[src/rtl/cftu_pkg.sv]
// shared types for the cumulative frequency tree unit
// item structs, controller state codes, command and status bundles
package cftu_pkg;

	typedef struct packed {
		logic [7:0]  symbol;
		logic [15:0] increment;
	} in_item_t;

	typedef struct packed {
		logic [31:0] count;
		logic [31:0] cumulative;
		logic [31:0] norm_count;
		logic [31:0] norm_cumulative;
		logic [31:0] total;
		logic        applied;
	} out_item_t;

	localparam int unsigned LIMIT_W = 24;
	localparam int unsigned WORD_W  = 32;

	typedef enum logic [9:0] {
		ST_CLR    = 10'b00_0000_0001,
		ST_INIT   = 10'b00_0000_0010,
		ST_IDLE   = 10'b00_0000_0100,
		ST_LEAF   = 10'b00_0000_1000,
		ST_LEAFWB = 10'b00_0001_0000,
		ST_LVLRD  = 10'b00_0010_0000,
		ST_LVLWB  = 10'b00_0100_0000,
		ST_DIVGO  = 10'b00_1000_0000,
		ST_DIV    = 10'b01_0000_0000,
		ST_OUT    = 10'b10_0000_0000
	} state_t;

	typedef struct packed {
		logic clr;
		logic start_init;
		logic start_item;
		logic leaf_rd;
		logic leaf_wb;
		logic lvl_rd;
		logic lvl_wb;
		logic div_start;
		logic out_load;
	} cmd_t;

	typedef struct packed {
		logic clr_last;
		logic init_last;
		logic init_mode;
		logic at_root;
		logic div_done;
		logic out_free;
	} sts_t;

endpackage

[src/rtl/cftu_ctrl.sv]
// controller state machine of the cumulative frequency tree unit
// uses cftu_pkg for state codes and command/status bundles
module cftu_ctrl (
	input  logic           clk,
	input  logic           arst_n,
	input  logic           in_valid,
	output logic           in_stall,
	input  cftu_pkg::sts_t sts,
	output cftu_pkg::cmd_t cmd
);
	import cftu_pkg::*;

	state_t state_q, state_d;

	always_comb begin
		state_d  = state_q;
		cmd      = '0;
		in_stall = 1'b1;
		case (state_q)
			ST_CLR: begin
				cmd.clr = 1'b1;
				if (sts.clr_last) state_d = ST_INIT;
			end
			ST_INIT: begin
				cmd.start_init = 1'b1;
				state_d = ST_LEAF;
			end
			ST_IDLE: begin
				in_stall = 1'b0;
				if (in_valid) begin
					cmd.start_item = 1'b1;
					state_d = ST_LEAF;
				end
			end
			ST_LEAF: begin
				cmd.leaf_rd = 1'b1;
				state_d = ST_LEAFWB;
			end
			ST_LEAFWB: begin
				cmd.leaf_wb = 1'b1;
				state_d = ST_LVLRD;
			end
			ST_LVLRD: begin
				if (sts.at_root) begin
					if (!sts.init_mode) state_d = ST_DIVGO;
					else if (sts.init_last) state_d = ST_IDLE;
					else state_d = ST_INIT;
				end else begin
					cmd.lvl_rd = 1'b1;
					state_d = ST_LVLWB;
				end
			end
			ST_LVLWB: begin
				cmd.lvl_wb = 1'b1;
				state_d = ST_LVLRD;
			end
			ST_DIVGO: begin
				cmd.div_start = 1'b1;
				state_d = ST_DIV;
			end
			ST_DIV: begin
				if (sts.div_done) state_d = ST_OUT;
			end
			ST_OUT: begin
				if (sts.out_free) begin
					cmd.out_load = 1'b1;
					state_d = ST_IDLE;
				end
			end
			default: state_d = ST_CLR;
		endcase
	end

	always_ff @(posedge clk or negedge arst_n) begin
		if (!arst_n) begin
			state_q <= ST_CLR;
		end else begin
			state_q <= state_d;
		end
	end

endmodule

[config.mk]
export PLATFORM = sky130hd
export DESIGN_NAME = cftu_ctrl
export DESIGN_NICKNAME = d
export VERILOG_FILES = /design/src/rtl/cftu_pkg.sv /design/src/rtl/cftu_ctrl.sv
export SDC_FILE = /design/constraint.sdc
export NUM_CORES = 1
export LEC_CHECK = 0
export ABC_AREA = 1
export BUFFER_PORTS_ARGS = -buffer_cell sky130_fd_sc_hd__buf_4
export CORE_MARGIN = 1.5
export CORE_UTILIZATION = 50
export DETAILED_ROUTE_END_ITERATION = 8
export MAX_ROUTING_LAYER = met4
export PLACE_DENSITY = 0.76
export REMOVE_ABC_BUFFERS = 1
export SYNTH_ARGS = -nofsm -noshare
export SYNTH_HDL_FRONTEND = slang
export SYNTH_SLANG_ARGS = --single-unit
[constraint.sdc]
create_clock -name clk -period 1.4 [get_ports clk]
set_input_delay 0.21 -clock clk [delete_from_list [all_inputs] [get_ports clk]]
set_output_delay 0.21 -clock clk [all_outputs]
set_load 0.02 [all_outputs]
==> flow_metrics.env <==
export IMPL_status="finished with violations"
export IMPL_violations="negative setup slack"
export IMPL_largest_reg_flops=10
export IMPL_synth_top_family_by_area="simple AND/OR/NAND/NOR gates"
export IMPL_clkSlewWorstSetupHoldPaths_ps=80
export IMPL_rsz0062_at_grt="yes"
export IMPL_timing_final_ws_setup_ps=-296.5
export IMPL_slew_violations=0
export IMPL_netlist_area_um2=710.7
export IMPL_first_pass_iters=5
export IMPL_antenna_found_initial=0
export IMPL_seq_area_frac_synth_pct=35.39
export IMPL_synth_fa_ha_area_share_pct=0
export IMPL_dp_hpwl_um=1151
export IMPL_dr_total_vias=812
export IMPL_io_buffers=18
export IMPL_cp_arrival_ps=1490
export IMPL_synth_mux_area_fraction_pct=0
export IMPL_wl_um=2320
export IMPL_path_class="reg2out"
export IMPL_min_delay_start="sts[3]"
export IMPL_gp_congestion=0.7859
export IMPL_worst_path_max_delay_cell="dfrtp_1"
export IMPL_crit_fanout=3
export IMPL_die_w_um=40.70
export IMPL_fin_crit_sh_pct=121.2
export IMPL_r2r_slack_ps=-190
export IMPL_worst_slew_pin_slew_ps=253.6
export IMPL_synth_seq_cells=10
export IMPL_drc=0
export IMPL_layout_commonest_cell="buf_4"
export IMPL_cp_cell_sequence="nor2_2 -> nand2_2 -> nor2_4 -> nand2_2 -> inv_2 -> buf_6"
export IMPL_utilization_pct=86.61
export IMPL_root_buffer="clkbuf_4"
export IMPL_num_rows=13
export IMPL_gr_usage_all_layers_pct=26.14
export IMPL_fmax_ghz=0.5895
export IMPL_placedCellCount=133
export IMPL_cpLargestDelayFamily="simple AND/OR/NAND/NOR gates"
export IMPL_hold_path_class="in2reg"
export IMPL_drtIter0Drc=33
export IMPL_grt_pass1_wl_um=2697
export IMPL_cts_made_buffers=3
export IMPL_wire_per_inst_um=14.97
export IMPL_fp_coreArea_mm2=0.001318
export IMPL_cp_required_ps=1190
export IMPL_crit_path_start_kind="register"
export IMPL_path_common_cell="nand2_2"
export IMPL_maxCapViolations=0
export IMPL_switching_share_pct=45.21
export IMPL_drive_gt1_share_pct=63.57
export IMPL_worst_setup_path_end_kind="primary output"
export IMPL_die_area_mm2=0.001656
export IMPL_yosys_area_share_simple_pct=50.00
export IMPL_synth_compound_area_share_pct=1.408
export IMPL_avgSynthCellArea_um2=7.036
export IMPL_dp_slack_ps=37.66
export IMPL_ys_types=16
export IMPL_slew_headroom_pct=83.03
export IMPL_power_density_mw_per_mm2=1398
export IMPL_synth_xor_area_share_pct=0
export IMPL_crit_buf_inv=2
export IMPL_start_util_pct=53.94
export IMPL_min_period_ps=1696
export IMPL_io_pin_count=19
export IMPL_p_int_uw=873.9
export IMPL_r2r_start="state_q[9]"
export IMPL_p_clk_share_pct=13.8
export IMPL_cp_slowest_stage_delay_ps=420
export IMPL_final_cell_mix="buf_4, nand2_2, inv_1"
export IMPL_top_regs="state_q x10"
export IMPL_grt_pass1_vias=653
export IMPL_die_h_um=40.70
export IMPL_antenna_left=0
export IMPL_p_leak_nw=0.6490
export IMPL_cts_sinks=10
export IMPL_grt_overflow_total=0
export IMPL_top_register="state_q"
export IMPL_nets=150
export IMPL_irDropWorstVdd_mv=0.7427
export IMPL_ctsHtreeMaxLevel=1
export IMPL_pwr_share_comb_pct=61.4
export IMPL_grt_max_degree=11
export IMPL_drt_vias_per_instance=5.239
export IMPL_clk_latency_ps=270
export IMPL_seq_power_share_pct=24.7
export IMPL_final_cells=155
export IMPL_critPathLaunch="state_q[9]"
export IMPL_cts_buffer_depth=2
export IMPL_ys_warn_count=0
export IMPL_area_growth_pct=60.56
export IMPL_syn_inst=101
export IMPL_antennaDiodeCount=0
export IMPL_clock_skew_ps=13.46
export IMPL_cts_tree="done"
export IMPL_finalHoldViolations=0
export IMPL_p_switching_uw=721.1
export IMPL_finalSetupViolations=15
repair_timing:
action                                  in CTS  in global routing
pin swaps                                   14                 11
endpoints found under the setup margin      10                 15
resized for setup                           27                 16
setup buffers                               13                  5
endpoints found under the hold margin       10                  0
hold buffers                                 1                  0
area by class of cell:
| cell class | instances | area [µm²] |
|---|---|---|
| timing repair buffer | 36 | 310.3 |
| tap | 15 | 18.77 |
| inverter | 23 | 86.33 |
| fill | 70 | 176.4 |
| sequential | 10 | 251.5 |
| multi-input combinational | 67 | 447.9 |
| clock buffer | 4 | 26.28 |
path summary, 6_finish.rpt:
| kind | endpoint | depth (start not counted) |
|---|---|---|
| worst min register to register | state_q[9] | 3 |
| worst min-delay path | state_q[7] | 2 |
| min in group asynchronous | state_q[8] | 2 |
| max in group asynchronous | state_q[0] | 2 |
| worst max-delay path | cmd[1] | 6 |
| worst max register to register | state_q[2] | 10 |
cell usage after synthesis:
cell type  number  area share [%]
nor2_4          6             9.5
dfrtp_1         9              32
dfstp_2         1             3.7
nor3b_1         1             1.1
o21ai_1         2             1.4
buf_4           1             1.1
nor2_1         15             7.9
nand2_1        22              12
nand3b_1        1             1.1
nand3b_2        2             3.2
nand3_2         1             1.4
nand2_2         7             6.2
nor2_2          6             5.3
inv_2           2             1.1
inv_1          21              11
nand3_1         4             2.8
stage by stage:
step	power [mW]	hold slack, ps	TNS (ps)	instance area (µm²)
after floorplan	0.8448	-85.59	-24.77	703.2
after global placement	0.9806	45.42	0	857.1
after detailed placement	1.001	46.42	0	857.1
after CTS	1.426	109.3	-1427	1069
after global routing	1.687	107.8	-3565	1141
final	1.595	100.3	-3122	1141
power groups by stage:
stage,logic [mW],clock network (mW),registers [mW]
after floorplan,0.454,0,0.390
after global placement,0.585,0,0.396
after detailed placement,0.605,0,0.397
after CTS,0.827,0.214,0.386
after global routing,1.06,0.236,0.394
final,0.980,0.221,0.395
kinds of logic (layout without fill, tap and decap cells):
kind of cell,Yosys count,after routing
DFF,10,10
and+or+nand+nor,65,65
AOI/OAI and AO/OA,2,2
buffers and inverters,24,63
routing by layer:
layer  GRT usage (%)  wire (µm)
met1           32.56        872
met2           44.05       1200
met3           1.630        133
met4           10.00        113
met5               -          0
Note: power is estimated with default switching activity, not from simulation.
